**config.mk**
```make
export PLATFORM = sky130hd
export DESIGN_NAME = eps_div_stage
export DESIGN_NICKNAME = d
export VERILOG_FILES = /design/src/rtl/eps_pkg.sv /design/src/rtl/eps_div_stage.sv
export SDC_FILE = /design/constraint.sdc
export NUM_CORES = 1
export LEC_CHECK = 0
export BUFFER_PORTS_ARGS = -buffer_cell sky130_fd_sc_hd__buf_2
export CORE_ASPECT_RATIO = 1.25
export CORE_UTILIZATION = 35
export CTS_CLUSTER_DIAMETER = 200
export CTS_CLUSTER_SIZE = 20
export DETAILED_ROUTE_END_ITERATION = 12
export PLACE_DENSITY = 0.66
export SLEW_MARGIN = 20
export SYNTH_ARGS = -nofsm -noshare
export SYNTH_HDL_FRONTEND = slang
export SYNTH_SLANG_ARGS = --single-unit
```
**constraint.sdc**
```tcl
create_clock -name clk_i -period 2.5 [get_ports clk_i]
set_clock_uncertainty 0.2 [all_clocks]
set_input_delay 0.5 -clock clk_i [delete_from_list [all_inputs] [get_ports clk_i]]
set_output_delay 0.5 -clock clk_i [all_outputs]
set_load 0.005 [all_outputs]
```
**src/rtl/eps_pkg.sv**
```systemverilog
package eps_pkg;

  // Coordinate width: signed fixed point, Q16.16 at 32 bits
  localparam int COORD_BITS = 32;
  // Magnitude of a difference of two coordinates fits in COORD_BITS unsigned bits
  localparam int MAG_W      = COORD_BITS;
  localparam int PROD_W     = 2 * MAG_W;
  // One quotient bit per divider stage
  localparam int DIV_STAGES = MAG_W;

  typedef logic signed [COORD_BITS-1:0] coord_t;
  typedef logic        [MAG_W-1:0]      mag_t;
  typedef logic        [COORD_BITS:0]   diff_t;

  // Input word: one mesh edge
  typedef struct packed {
    coord_t start_x;
    coord_t start_y;
    coord_t start_z;
    coord_t end_x;
    coord_t end_y;
    coord_t end_z;
    logic   face_done;
  } edge_t;

  // Output word: plane crossing
  typedef struct packed {
    logic   hit;
    coord_t cross_x;
    coord_t cross_y;
    logic   face_end;
  } cross_t;

  // Divider lane: partial remainder and dividend bits that shift out while
  // quotient bits shift in
  typedef struct packed {
    mag_t rem;
    mag_t lq;
  } lane_t;

  // Item as it travels through the divider stages
  typedef struct packed {
    logic   hit;
    logic   face_end;
    logic   neg_x;
    logic   neg_y;
    coord_t x0;
    coord_t y0;
    mag_t   den;
    lane_t  lane_x;
    lane_t  lane_y;
  } div_t;

  // Absolute value of a widened difference
  function automatic mag_t mag_of(diff_t v);
    diff_t n;
    n = v[COORD_BITS] ? (~v + diff_t'(1)) : v;
    return n[MAG_W-1:0];
  endfunction

endpackage

```
**src/rtl/eps_div_stage.sv**
```systemverilog
module eps_div_stage
  import eps_pkg::*;
(
  input  logic clk_i,
  input  logic rst_ni,
  input  logic en_i,
  input  logic vld_i,
  input  div_t div_i,
  output logic vld_o,
  output div_t div_o
);

  // One restoring step: bring in the next dividend bit, try to subtract
  function automatic lane_t div_step(lane_t l, mag_t den);
    logic [MAG_W:0]   t;
    logic [MAG_W+1:0] diff;
    logic             ge;
    lane_t            r;
    t    = {l.rem, l.lq[MAG_W-1]};
    diff = {1'b0, t} - {2'b00, den};
    ge   = ~diff[MAG_W+1];
    r.rem = ge ? diff[MAG_W-1:0] : t[MAG_W-1:0];
    r.lq  = {l.lq[MAG_W-2:0], ge};
    return r;
  endfunction

  div_t div_d;
  div_t div_q;
  logic vld_q;

  always_comb begin
    div_d        = div_i;
    div_d.lane_x = div_step(div_i.lane_x, div_i.den);
    div_d.lane_y = div_step(div_i.lane_y, div_i.den);
  end

  always_ff @(posedge clk_i or negedge rst_ni) begin
    if (!rst_ni) begin
      vld_q <= 1'b0;
    end else if (en_i) begin
      vld_q <= vld_i;
    end
  end

  always_ff @(posedge clk_i) begin
    if (en_i) begin
      div_q <= div_d;
    end
  end

  assign vld_o = vld_q;
  assign div_o = div_q;

endmodule

```
# After elaboration in Yosys (flattened, before gate mapping)
# Cells that the tools add are included.
[totals] regBits=229 word_cells=18
[op_classes] add_sub_neg=2 mux=2 n_bitwise=2
[op_table] op="$sub 33x32->34" n=2
[op_table] op="$mux 32" n=2
[op_table] op="$not 1->1" n=2

# Logic depth before layout (Yosys ltp)
[logic_depth] word_depth=2 mapped_depth=13 depth_no_buf=12

# Worst setup path after synthesis
# No wires, ideal clock.
[synth_timing] path_kind="input port to flip-flop" start="input port div_i[31] (netlist bit)" end="register div_q, in the netlist div_o[62], data pin" setup_time_ns=0.260 t_arrival_ns=2.684 t_required_ns=2.040 path_slack_ns=-0.645 path_stages=12 n_path_buf=0 path_cell_list="inv_1 -> ha_1 -> inv_1 -> fa_1 -> a211oi_1 -> o21bai_1 -> a211oi_2 -> o22ai_1 -> o21ai_1 -> o41ai_1 -> xor2_1 -> mux2_4"
[synth_lines] element="start, declared" line_no="eps_div_stage.sv:8" rtl="input div_t div_i,"
[synth_lines] element="end signal, assigned" line_no="eps_div_stage.sv:47" rtl="div_q <= div_d;"
[synth_lines] element="end, declared" line_no="eps_div_stage.sv:28" rtl="div_t div_q;"

==> out/results.txt <==
Leak - 0.00868 µW
minimum clock period after layout - 2.71 ns
dpl hpwl - 31.7 mm
vias in the first global route - 11200
Hold WC Path Type - in -> reg
Critical Path Start - div_i[131]
Slew headroom - 49.6%
Clock Latency Late Sink - 0.48 ns
Final setup viols - 63
final wirelength - 46.7 mm
Min-Delay Endpoint - div_o[152]
r2r setup slk - 1.56 ns
# fillers - 2239
first-pass GRT wire length - 65.2 mm
post-synth net total - 1162
Comb pwr share - 33.7%
fin. max-slew vios - 0
main flop type after synthesis - edfxtp_1
GRT Overall Usage - 26.8%
area grow syn2layout - 81.8%
Congestion Overflow GR - 0
Hold Crit Depth - 1
Final nets - 2068
commonest non-fill, non-tap cell in the layout - buf_2
reg2reg path depth - 1
Register Area - 0.00687 mm²
Synth cell types - 72
layout cells sized above 1 - 58.2%
WHS - 0.0187 ns
fin worst setup slack - -0.215 ns
average vias per placed instance - 5.05
crit path capture type - flop
class of the most critical setup path - in -> reg
most frequent CP cell - o21a_4
Hold Violations, Final - 0
CTS tree - yes
CP top delay family - compound AO/OA/AOI/OAI gates
critical path arrival - 2.77 ns
Placeable Area - 0.0311 mm²
Slew @ Worst Pin - 0.749 ns
pwr dens - 540 mW/mm²
RSZ-0062 raised after global routing - yes
NetSw - 3190 µW
most frequent cells in the layout - buf_2 (432), buf_4 (253), edfxtp_1 (228)
worst-path fanout max - 6
asr flop ratio synth - 0.437%
violation count after the first detailed-route iteration - 719
FF-to-FF End - vld_o
Peak VDD IR - 0.000480 V
die area - 0.0325 mm²
sequential share of the synthesized area - 61.7%
Clk pwr share - 22.2%
status - finished with violations
Avg Cell Area, Syn - 12.9 µm²
Crit path required time - 2.56 ns
largest net degree at the start of global routing - 51
DRC Markers - 0
crit-path cells - buf_4, inv_4, ha_1, o21a_1, o31a_1, o21ai_4, o21a_4, o311ai_4, buf_12, o21a_4, mux2_4
Die X - 162 µm
Post-synth EDFFs - 228
number of clock buffers inserted by TritonCTS - 15
TritonRoute pass-1 iters - 7
die height - 201 µm
Multi-input gate area - 0.00557 mm²
hold path start - div_i[152]
CP Buf/Inv Count - 3
Sink Count - 229
DR vias - 11000
crit-path max cell delay - 0.38 ns
initial antenna violation count - 5
violated checks - setup timing
DR WL/cell - 21.4 µm
max cap viols - 0
crit path launch type - primary input
clock buffer depth - 3
clock root buffer master - clkbuf_16
Post-DRT Antenna Nets - 0
GPL Wtd Cong - 0.892
Seq cells post-synth - 229
htree depth - 1
CTS clk-pin slew, worst paths - 0.09 ns
Switching Share - 29.2%
Initial Utilization - 35.8%
Final period util - 109%
I/O Buffers - 460
reg-to-reg startpoint - vld_o
IO Pins - 461
Cell Area, Synth - 0.0111 mm²
Site Rows - 72
setup_tns - -6.94 ns
Critical-path top delay cell - o311ai_4
Reg power frac - 44.2%
Synth Instances - 864
Int Power - 7740 µW
Max Clock Freq - 368 MHz
Syn. warnings - 0
==> per-stage QoR <==
stage / total power, µW / cell area, µm² / instances / worst slack [ns] / utilization, %
after detailed placement: 7490 / 16000 / 1952 / -0.956 / 51.5
after global placement: 7450 / 16000 / 1952 / -0.848 / 51.5
after floorplan: 6050 / 11500 / 864 / -0.489 / -
after global routing: 11300 / 20200 / 2184 / -0.274 / 65.1
final: 10900 / 20200 / 2184 / -0.215 / 65.1
after CTS: 10700 / 19600 / 2162 / -0.162 / 62.9
==> per-layer routing <==
metal / GRT usage, % / vias up / wire [µm]
li1: - / 5086 / -
met5: 0 / - / 13
met3: 3.34 / 130 / 2270
met2: 48.5 / 465 / 23900
met4: 13.7 / 2 / 2690
met1: 30.7 / 5345 / 17900
==> power groups by stage <==
stage | Clock, µW | Sequential, µW | Combinational, µW
after floorplan | 0 | 4940 | 1110
after global placement | 0 | 4890 | 2560
after detailed placement | 0 | 4890 | 2590
after CTS | 2490 | 4810 | 3370
after global routing | 2600 | 4860 | 3890
final | 2420 | 4820 | 3680
==> worst max-delay path by stage <==
| stage | end | slack (ns) | depth (start not counted) |
|---|---|---|---|
| after floorplan | div_o[124] | -0.49 | 12 |
| after global placement | div_o[124] | -0.85 | 13 |
| after detailed placement | div_o[124] | -0.96 | 13 |
| after CTS | div_o[62] | -0.16 | 14 |
| after global routing | div_o[124] | -0.27 | 13 |
| final | div_o[43] | -0.21 | 11 |
==> cells in the mapped netlist, types with 3 or more instances <==
library cell	count	area (µm²)
nor4_1	5	31.3
a21oi_1	91	455
o41ai_1	3	26.3
nand4_1	8	50.1
mux2_4	7	105
a31oi_1	7	43.8
o31ai_1	13	97.6
and4_1	3	26.3
and2_1	3	18.8
inv_1	43	161
buf_2	10	50.1
nor3_1	12	60.1
buf_6	6	67.6
nor2b_1	7	43.8
nand3_1	6	30.0
a211oi_1	7	52.6
xor2_1	15	131
o21a_1	16	120
nand2_1	59	221
xnor2_1	30	263
edfxtp_1	228	6850
ha_1	64	801
nor2_1	71	267
o21ai_1	4	20.0
a21o_1	22	165
and3_1	9	56.3
clkbuf_1	4	15.0
or2_2	4	25.0
o211ai_1	7	52.6
nand2b_1	8	50.1
o21ai_0	38	190
o21bai_1	6	45.0
==> cells by family (layout without fill, tap and decap cells) <==
kind of cell	after synthesis	count (layout)	synth area share [%]
fa+ha+maj	66	66	7.55
simple gates	207	207	8.91
mux	8	8	1.05
xor+xnor	45	45	3.54
compound gates	244	247	14.4
flops	229	229	61.7
other cells	0	3	0
buf+inv	65	972	2.81
==> flip-flops by register name (all words and copies together) (netlist names) <==
name and cells:
vld_o 1, div_o 228
==> timing repair <==
action,4_1_cts,5_1_grt
pin swaps,88,59
gates resized for setup,260,130
cloned,10,0
endpoints found under the setup margin,65,66
setup buffers,33,23
hold buffers,151,3
hold endpoints to repair,151,3
==> cell type report <==
type | count | share of cell area [%]
antenna | 3 | 0.0371
clock buffer | 19 | 1.93
clock inverter | 2 | 0.124
inverter | 44 | 1.25
multi-input combinational | 573 | 27.5
sequential | 229 | 33.9
tap | 407 | 2.52
timing repair buffer | 907 | 32.7
(Power assumes the default switching activity.)
