[config.mk]
export PLATFORM = sky130hd
export DESIGN_NAME = eps_out_flat
export DESIGN_NICKNAME = d
export VERILOG_FILES = /design/src/rtl/eps_pkg.sv /design/src/rtl/eps_if.sv /design/src/rtl/eps_out.sv /design/src/flat_wrapper.sv
export SDC_FILE = /design/constraint.sdc
export NUM_CORES = 1
export LEC_CHECK = 0
export BUFFER_PORTS_ARGS = -buffer_cell sky130_fd_sc_hd__buf_2
export CAP_MARGIN = 5
export CELL_PAD_IN_SITES_DETAIL_PLACEMENT = 0
export CELL_PAD_IN_SITES_GLOBAL_PLACEMENT = 1
export CORE_MARGIN = 2
export CORE_UTILIZATION = 24
export CTS_CLUSTER_DIAMETER = 120
export DETAILED_ROUTE_END_ITERATION = 7
export PLACE_DENSITY = 0.54
export RECOVER_POWER = 50
export SLEW_MARGIN = 20
export SYNTH_ARGS = -nofsm -noshare
export SYNTH_HDL_FRONTEND = slang
export SYNTH_SLANG_ARGS = --single-unit
[constraint.sdc]
create_clock -name clk_i -period 9 [get_ports clk_i]
set_input_delay 1.8 -clock clk_i [delete_from_list [all_inputs] [get_ports clk_i]]
set_output_delay 1.8 -clock clk_i [all_outputs]
set_load 0.02 [all_outputs]
[src/rtl/eps_pkg.sv]
package eps_pkg;

  // Coordinate width: signed fixed point, Q16.16 at 32 bits
  localparam int COORD_BITS = 32;
  // Magnitude of a difference of two coordinates fits in COORD_BITS unsigned bits
  localparam int MAG_W      = COORD_BITS;
  localparam int PROD_W     = 2 * MAG_W;
  // One quotient bit per divider stage
  localparam int DIV_STAGES = MAG_W;

  typedef logic signed [COORD_BITS-1:0] coord_t;
  typedef logic        [MAG_W-1:0]      mag_t;
  typedef logic        [COORD_BITS:0]   diff_t;

  // Input word: one mesh edge
  typedef struct packed {
    coord_t start_x;
    coord_t start_y;
    coord_t start_z;
    coord_t end_x;
    coord_t end_y;
    coord_t end_z;
    logic   face_done;
  } edge_t;

  // Output word: plane crossing
  typedef struct packed {
    logic   hit;
    coord_t cross_x;
    coord_t cross_y;
    logic   face_end;
  } cross_t;

  // Divider lane: partial remainder and dividend bits that shift out while
  // quotient bits shift in
  typedef struct packed {
    mag_t rem;
    mag_t lq;
  } lane_t;

  // Item as it travels through the divider stages
  typedef struct packed {
    logic   hit;
    logic   face_end;
    logic   neg_x;
    logic   neg_y;
    coord_t x0;
    coord_t y0;
    mag_t   den;
    lane_t  lane_x;
    lane_t  lane_y;
  } div_t;

  // Absolute value of a widened difference
  function automatic mag_t mag_of(diff_t v);
    diff_t n;
    n = v[COORD_BITS] ? (~v + diff_t'(1)) : v;
    return n[MAG_W-1:0];
  endfunction

endpackage

[src/rtl/eps_if.sv]


// Crossing channel
interface eps_cross_if;
  import eps_pkg::*;
  logic   valid;
  logic   ready;
  cross_t data;

  modport source (output valid, output data, input ready);
  modport sink   (input valid, input data, output ready);
endinterface

[src/rtl/eps_out.sv]
module eps_out
  import eps_pkg::*;
(
  input  logic        clk_i,
  input  logic        rst_ni,
  input  logic        vld_i,
  input  div_t        div_i,
  output logic        adv_o,
  eps_cross_if.source cross_o
);

  coord_t qx_s, qy_s;
  cross_t res;
  cross_t out_d, out_q, skid_d, skid_q;
  logic   out_vld_d, out_vld_q, skid_vld_d, skid_vld_q;
  logic   push, pop;

  // Apply sign to the quotient and offset from the start point
  always_comb begin
    qx_s = div_i.neg_x ? coord_t'(~div_i.lane_x.lq + mag_t'(1)) : coord_t'(div_i.lane_x.lq);
    qy_s = div_i.neg_y ? coord_t'(~div_i.lane_y.lq + mag_t'(1)) : coord_t'(div_i.lane_y.lq);
    res.hit      = div_i.hit;
    res.cross_x  = div_i.hit ? coord_t'(div_i.x0 + qx_s) : '0;
    res.cross_y  = div_i.hit ? coord_t'(div_i.y0 + qy_s) : '0;
    res.face_end = div_i.face_end;
  end

  // Pipeline moves whenever the skid stage is free
  assign adv_o = ~skid_vld_q;
  assign push  = adv_o & vld_i;
  assign pop   = out_vld_q & cross_o.ready;

  // Output register with skid stage behind it
  always_comb begin
    out_d      = out_q;
    skid_d     = skid_q;
    out_vld_d  = out_vld_q;
    skid_vld_d = skid_vld_q;
    if (skid_vld_q) begin
      if (pop) begin
        out_d      = skid_q;
        skid_vld_d = 1'b0;
      end
    end else if (push) begin
      if (out_vld_q && !pop) begin
        skid_d     = res;
        skid_vld_d = 1'b1;
      end else begin
        out_d     = res;
        out_vld_d = 1'b1;
      end
    end else if (pop) begin
      out_vld_d = 1'b0;
    end
  end

  always_ff @(posedge clk_i or negedge rst_ni) begin
    if (!rst_ni) begin
      out_vld_q  <= 1'b0;
      skid_vld_q <= 1'b0;
    end else begin
      out_vld_q  <= out_vld_d;
      skid_vld_q <= skid_vld_d;
    end
  end

  always_ff @(posedge clk_i) begin
    out_q  <= out_d;
    skid_q <= skid_d;
  end

  assign cross_o.valid = out_vld_q;
  assign cross_o.data  = out_q;

endmodule

[src/flat_wrapper.sv]
// flat-port wrapper written by rule: the top's interface ports become plain ports
module eps_out_flat import eps_pkg::*;
  (clk_i, rst_ni, vld_i, div_i, adv_o, cross_o_valid, cross_o_data, cross_o_ready);
  eps_cross_if cross_o_i ();
  input  logic clk_i;
  input  logic rst_ni;
  input  logic vld_i;
  input  div_t div_i;
  output logic adv_o;
  output wire logic [$bits(cross_o_i.valid)-1:0] cross_o_valid;
  output wire logic [$bits(cross_o_i.data)-1:0] cross_o_data;
  input wire logic [$bits(cross_o_i.ready)-1:0] cross_o_ready;
  assign cross_o_valid = cross_o_i.valid;
  assign cross_o_data = cross_o_i.data;
  assign cross_o_i.ready = cross_o_ready;
  eps_out u_core (.clk_i(clk_i), .rst_ni(rst_ni), .vld_i(vld_i), .div_i(div_i), .adv_o(adv_o), .cross_o(cross_o_i));
endmodule
* Yosys cells after proc, flatten, opt, wreduce, memory -nomap -nowiden
Cells that the tools add are included.
Storage, ports and cells: bits in registers 134, input port bits 232, output and inout bits 68, logic and storage cells 44
Cells by class: add/subtract/negate cells 4, eq/ne operators 3, muxes and demuxes 15, bitwise logic cells 5, reduce and logical (&&, ||, !) cells 7
Operator list (count):
- $mux W66 | 4
- $mux W32 | 4
- $add A32 B1 Y32 const B | 2
- $add A32 B32 Y32 | 2
- $not A32 Y32 | 2
- $reduce_and A3 Y1 | 3
- $mux W1 | 7
- $ne A2 B2 Y1 const B | 2
- $reduce_bool A2 Y1 | 2
- $and A1 B1 Y1 | 2
- $ne A2 B1 Y1 const B | 1
- $logic_and A1 B1 Y1 | 1
- $logic_not A1 Y1 | 1
- $not A1 Y1 | 1

* Longest topological paths before layout
Gate-level depths: netlist (run 1).
depth in word-level cells 8, mapped depth 18, gate-level depth less buffers 18

* Least setup slack after synthesis (run 1)
No wires, ideal clock.
kind input to register, from input port vld_i, to register u_core.skid_q[0] (netlist bit) (enable), library setup time 0.585 ns, arrival 6.768 ns, required time 8.415 ns, slack 1.647 ns, cell stages on the path 2, path buffers 0, path through nand2_1 nor3b_1
Between the ends: longest elaborated chain between the ends 2
RTL lines:
- start, declared | line flat_wrapper.sv:7 | input logic vld_i;
- $and A1 B1 Y1 | line eps_out.sv:30 | assign push = adv_o & vld_i;
- $reduce_and A3 Y1 (no line)
- end signal, assigned | line eps_out.sv:69 | skid_q <= skid_d;
- end, declared | line eps_out.sv:14 | cross_t out_d, out_q, skid_d, skid_q;
No other way between the ends. A chain may end at the register's enable or synchronous reset.

==> impl_metrics.yaml, run 1 <==
status:
  outcome: "complete, but fails checks"
  violations: "capacitance limit, slew limit"
yosys:
  synthTopCellsByCount: "edfxtp_1 (132), xnor2_1 (88), ha_1 (76), nor2_1 (75), nand2_1 (73)"
  avgSynthCellArea_um2: 10.28
  synth-edff-count: 132
  synth_adder_area_share_pct: 10.10
  ys_seq_area_share_pct: 40.91
  netlist_top_cells_area: "edfxtp_1 (40%), ha_1 (9.7%), xnor2_1 (7.9%), mux2_2 (4.4%), a21o_1 (3.1%)"
  synth_top_area_share_pct: 40.40
  synth-simple-area-share_pct: 13.95
  ys.flop_type: "edfxtp_1"
  synth_cell_types: 72
  synthMuxAreaShare_pct: 4.362
  synth_compound_area_share_pct: 18.51
  yosys.area.top_type: "edfxtp_1"
  synth_most_common_cell: "edfxtp_1"
  synth_warnings: 0
  synthesis.area_mm2: 0.009811
  synth_xor_area_share_pct: 9.909
  synth_top_family_by_area: "compound AO/OA/AOI/OAI gates"
  synth_nets: 1264
  ys_ff_latch: 134
  syn_inst: 954
  synthArstFlopShare_pct: 1.493
finish:
  drive_gt1_share_pct: 22.87
  seq_area_mm2: 0.004015
  nets: 1460
  multi_input_area_mm2: 0.005575
  stdcell_area_mm2: 0.01194
  n_antenna_cell: 0
  syn_to_final_growth_pct: 21.67
  final_util_pct: 29.43
  n_fill_cell: 4392
global_routing:
  globalRouteTotalUtil_pct: 13.43
  grt_overflow_total: 0
  antenna_found_initial: 0
  grt_start_max_net_pins: 59
  grt_pass1_wl_um: 43640
  grt_pass1_vias: 7848
flow_run:
  drv_cap: 4
critical_path:
  rrSetupSlack_ns: 5.23
  worstReg2RegEnd: "u_core.cross_o.data[39]$_DFFE_PP_"
  critPathMaxFanout: 7
  r2r_cells: 5
  crit_arrival_ns: 5.79
  reg2reg_from: "u_core.skid_vld_q$_DFF_PN0_"
  crit_buf_inv: 1
  slowest_stage: "nor4_1"
  path_class: "input port to flip-flop"
  required_ns: 9.18
  path_common_cell: "nor4_1"
  max_stage_delay_ns: 0.57
  endpoint_kind: "flip-flop"
  path_cells: "buf_2 -> nor4_1 -> nand3_1 -> or3_1 -> o41ai_1 -> xnor2_1 -> ha_1 -> nand4_1 -> nor4_1 -> o311ai_1 -> o31ai_1 -> xor2_1 -> a31o_1"
  critPathLaunchType: "input port"
  cp_top_family: "simple AND/OR/NAND/NOR gates"
timing:
  slew_headroom_pct: -70.78
  fmax_mhz: 178.1
  fin_crit_sh_pct: 62.37
  hold_viol_final: 0
  worst_clock_skew_ns: 0.005305
  drv_slew: 121
  grt_setup_unrepaired: "false"
  tns_ns: 0
  timing.hold.ws_ns: 0.5256
  worstMarginPinSlew_ns: 2.562
  finalCriticalPeriod_ns: 5.614
  finalSetupViolCount: 0
clocking:
  cts_setup_buffers: 0
  cts_root_buffer: "clkbuf_16"
  clock_tree.buffer_depth: 2
  clk_pin_slew_ns: 0.06
  cts-resized-gates: 0
  cts_tree: "done"
  clk_latency_ns: 0.43
  cts-buffers-inserted: 17
  postCtsHoldBufs: 0
  h-tree-depth: 4
  cts_sinks: 134
hold_path:
  hold_end: "u_core.cross_o.data[49]$_DFFE_PP_"
  hold_path_startpoint: "u_core.skid_q[49]$_DFFE_PP_"
  hold_depth: 2
  hp-class: "flip-flop to flip-flop"
routing:
  first_pass_iters: 5
  drc: 0
  vias_per_cell: 4.665
  wirelength_um: 28380
  vias: 7908
  wl_per_cell_um: 16.74
  drt_iter0_drc: 335
  ant_nets: 0
pwr:
  peakVddDrop_mv: 0.3074
  powerDensity_mw_per_mm2: 241.3
  power_uw: 2880
  leakage_uw: 0.004735
placed_design:
  gp_congestion: 0.7962
  dp_hpwl_um: 21480
  placed_area_mm2: 0.01143
  io_buffers: 203
floorplanning:
  start_util_pct: 24.19
  io_pins: 300
  dieArea_mm2: 0.04251
  coreArea_mm2: 0.04055
  die_w_um: 206.2
  die-height_um: 206.2
  rows: 74
[metrics by stage]
stage,worst slack (ns),std cells
after CTS,3.475,1695
final,3.386,1695
after global routing,3.024,1695
after global placement,3.044,1663
after floorplan,1.647,954
after detailed placement,3.032,1663
[worst min-delay path, stage by stage, from the launching register on]
cell and delay (ns):
edfxtp_1 0.32, nand2_1 0.05, o31ai_1 0.05
[cells by family (layout without fill, tap and decap cells)]
family                     after synthesis  after routing
xor gates and xnor gates               111            111
muxes                                   38             38
and+or+nand+nor                        272            272
buffers and inverters                   59            268
AOI/OAI and AO/OA                      262            262
DFF                                    134            134
adders and majority gates               78             78
[report_power, final]
| part | internal, uW | switching, uW | total (uW) |
|---|---|---|---|
| logic | 416 | 757 | 1170 |
| registers | 965 | 60.0 | 1020 |
| clock network | 404 | 279 | 683 |
[registers in the layout, summed over array words and instances, names as in the netlist]
signal / count
u_core.skid_vld_q: 1
u_core.cross_o.valid: 1
u_core.skid_q: 66
u_core.cross_o.data: 66
[cell usage in the layout (no fill, tap or decap), types with 13 or more instances in the layout]
cell type and count:
a21oi_1 55, edfxtp_1 132, mux2_2 38, inv_1 23, o31ai_1 34, a21o_1 41, buf_2 174, clkbuf_1 34
and2_1 24, xnor2_1 88, clkbuf_16 17, ha_1 76, xor2_1 23, nand2_1 73, nor2_1 75, o21ai_0 36
nand4_1 13
[area by class of cell]
class                      instances  area share, %
tap                              532          5.577
timing repair buffer             210          8.522
clock buffer                      18          3.595
inverter                          26         0.8176
sequential                       134          33.64
multi-input combinational        761          46.71
clock inverter                    14          1.143
[per-layer routing]
layer / vias up / part of all wire [%] / track usage, %
li1: 3974 / - / -
met1: 3768 / 49 / 18.33
met2: 147 / 46 / 21.64
met3: 19 / 4.6 / 2.901
met4: 0 / 1.0 / 3.087
met5: - / 0 / 0
[how the worst max path moves through the flow]
stage	startpoint	to	slack, ns	cells after the start
after floorplan	vld_i	u_core.skid_q[0]$_DFFE_PP_	1.65	2
after global placement	div_i[8]	u_core.cross_o.data[32]$_DFFE_PP_	3.04	15
after detailed placement	div_i[8]	u_core.cross_o.data[30]$_DFFE_PP_	3.03	16
after CTS	div_i[8]	u_core.cross_o.data[32]$_DFFE_PP_	3.47	15
after global routing	div_i[8]	u_core.cross_o.data[29]$_DFFE_PP_	3.02	13
final	div_i[8]	u_core.cross_o.data[29]$_DFFE_PP_	3.39	13
No activity file was read; power rests on OpenSTA's default activity.
==> run 2: changes to the inputs <==
--- a/config.mk
+++ b/config.mk
@@ -13,7 +13,7 @@
 export CORE_UTILIZATION = 24
 export CTS_CLUSTER_DIAMETER = 120
 export DETAILED_ROUTE_END_ITERATION = 7
-export PLACE_DENSITY = 0.54
+export PLACE_DENSITY = 0.56
 export RECOVER_POWER = 50
 export SLEW_MARGIN = 20
 export SYNTH_ARGS = -nofsm -noshare
==> constraint.sdc (replaced) <==
create_clock -name clk_i -period 4.8 [get_ports clk_i]
set_input_delay 0.96 -clock clk_i [delete_from_list [all_inputs] [get_ports clk_i]]
set_output_delay 0.96 -clock clk_i [all_outputs]
set_load 0.02 [all_outputs]
==> impl_metrics.yaml, run 2 (synthesis results as in run 1) <==
floorplanning:
  dieArea_mm2: 0.04251
  die_w_um: 206.2
  coreArea_mm2: 0.04055
  start_util_pct: 24.19
  rows: 74
  die-height_um: 206.2
  io_pins: 300
routing:
  drt_iter0_drc: 334
  drt-met1-wl_um: 14410
  vias_per_cell: 4.617
  top_layer_used: "met4"
  vias: 8251
  wl_met2_um: 13020
  drc: 0
  route.met3.wl_um: 1168
  first_pass_iters: 4
  ant_nets: 0
  wirelength_um: 28930
  wl_per_cell_um: 16.19
clocking:
  cts_sinks: 134
  cts_setup_buffers: 0
  cts_root_buffer: "clkbuf_16"
  cts-buffers-inserted: 17
  cts-resized-gates: 0
  postCtsHoldBufs: 0
  h-tree-depth: 4
  cts_tree: "done"
  clock_tree.buffer_depth: 2
  clk_pin_slew_ns: 0.06
  clk_latency_ns: 0.42
finish:
  nets: 1552
  n_fill_cell: 4321
  syn_to_final_growth_pct: 29.01
  stdcell_area_mm2: 0.01266
  n_antenna_cell: 0
  final_common_cell: "buf_2"
  drive_gt1_share_pct: 25.26
  final_cell_mix: "buf_2 (134), edfxtp_1 (132), buf_4 (94), xnor2_1 (88), ha_1 (76)"
critical_path:
  endpoint_kind: "flip-flop"
  worstSetupEndpoint: "u_core.cross_o.data[32]$_DFFE_PP_"
  r2r_cells: 4
  path_class: "input port to flip-flop"
  cp_top_family: "compound AO/OA/AOI/OAI gates"
  crit_buf_inv: 2
  worstReg2RegEnd: "u_core.cross_o.data[37]$_DFFE_PP_"
  path_cells: "buf_2 -> nor4_1 -> buf_4 -> nand3_1 -> or3_1 -> o31ai_1 -> xnor2_1 -> ha_1 -> a21o_1 -> a211o_1 -> nor2_1 -> o311a_1 -> o31ai_1 -> a221o_1 -> xnor2_1 -> a31o_1"
  critPathLaunchType: "input port"
  slowest_stage: "or3_1"
  rrSetupSlack_ns: 1.13
  critPathMaxFanout: 4
  required_ns: 4.98
  max_stage_delay_ns: 0.47
  crit_arrival_ns: 4.65
  crit_cells: 16
  reg2reg_from: "u_core.skid_vld_q$_DFF_PN0_"
  cp-startpoint: "div_i[8]"
timing:
  tns_ns: 0
  fmax_mhz: 223.3
  worstMarginPinSlew_ns: 2.742
  fin_crit_sh_pct: 93.28
  drv_slew: 117
  slew_headroom_pct: -82.79
  hold_viol_final: 0
  grt_setup_unrepaired: "false"
  finalSetupViolCount: 0
  worst_clock_skew_ns: 0.008082
  finalCriticalPeriod_ns: 4.477
hold_path:
  hp-class: "input port to asynchronous set/reset pin"
pwr:
  leakage_uw: 0.005094
  powerDensity_mw_per_mm2: 446.9
  intPower_uw: 3571
  pwr-share-seq_pct: 34.2
  power_switching_uw: 2086
  peakVddDrop_mv: 0.4691
  pwr-share-comb_pct: 40.2
  switching_share_pct: 36.87
  p_clk_share_pct: 25.6
global_routing:
  grt_start_max_net_pins: 49
  grt_pass1_vias: 8329
  grt_pass1_wl_um: 45370
  grt_overflow_total: 0
  globalRouteTotalUtil_pct: 13.84
  antenna_found_initial: 0
status:
  violations: "capacitance limit, slew limit"
  outcome: "complete, but fails checks"
placed_design:
  gp_congestion: 0.8120
  io_buffers: 203
  dp_hpwl_um: 22530
  placed_area_mm2: 0.01213
flow_run:
  drv_cap: 3
-- run 2: power by group through the flow --
stage / clock network [uW] / logic (uW) / registers [uW]
2_1_floorplan: 0 / 1190 / 2240
3_3_place_gp: 0 / 2400 / 1930
3_5_place_dp: 0 / 2410 / 1930
4_1_cts: 1500 / 2420 / 1920
5_1_grt: 1550 / 2530 / 1970
6_report: 1450 / 2270 / 1930
-- run 2: area by class of cell --
class / instances / area [um2] / share of cell area [%]
Multi-Input combinational cell: 761 / 5575 / 44.05
Sequential cell: 134 / 4015 / 31.72
Timing Repair Buffer: 302 / 1654 / 13.07
Tap cell: 532 / 665.6 / 5.259
Clock buffer: 17 / 425.4 / 3.361
Clock inverter: 15 / 224.0 / 1.769
Inverter: 26 / 97.59 / 0.7711
-- run 2: how the worst min path moves through the flow --
stage | start | endpoint | slack (ns)
after CTS | rst_ni | u_core.skid_vld_q$_DFF_PN0_ | 0.28
after floorplan | u_core.skid_q[15]$_DFFE_PP_ | u_core.cross_o.data[15]$_DFFE_PP_ | 0.50
after global placement | u_core.skid_q[65]$_DFFE_PP_ | u_core.cross_o.data[65]$_DFFE_PP_ | 0.51
final | rst_ni | u_core.cross_o.valid$_DFFE_PN0P_ | 0.31
after detailed placement | u_core.skid_q[17]$_DFFE_PP_ | u_core.cross_o.data[17]$_DFFE_PP_ | 0.51
after global routing | rst_ni | u_core.cross_o.valid$_DFFE_PN0P_ | 0.29
-- run 2: metrics by stage --
stage / utilization, % / setup WS (ns) / total power [uW] / hold WS, ns / cells
after global routing: 31.21 / 0.05736 / 6041 / 0.2896 / 1787
after global placement: 29.91 / -0.03450 / 4334 / 0.5071 / 1755
final: 31.21 / 0.3226 / 5657 / 0.3077 / 1787
after detailed placement: 29.91 / -0.05203 / 4340 / 0.5122 / 1755
after CTS: 31.51 / 0.3808 / 5835 / 0.2810 / 1787
after floorplan: - / 0.4086 / 3434 / 0.4984 / 954
-- run 2: layer usage --
metal | GRT usage, % | vias up
met4 | 3.240 | 0
met5 | 0 | -
met1 | 19.34 | 3933
met2 | 21.96 | 133
met3 | 2.712 | 19
li1 | - | 4166
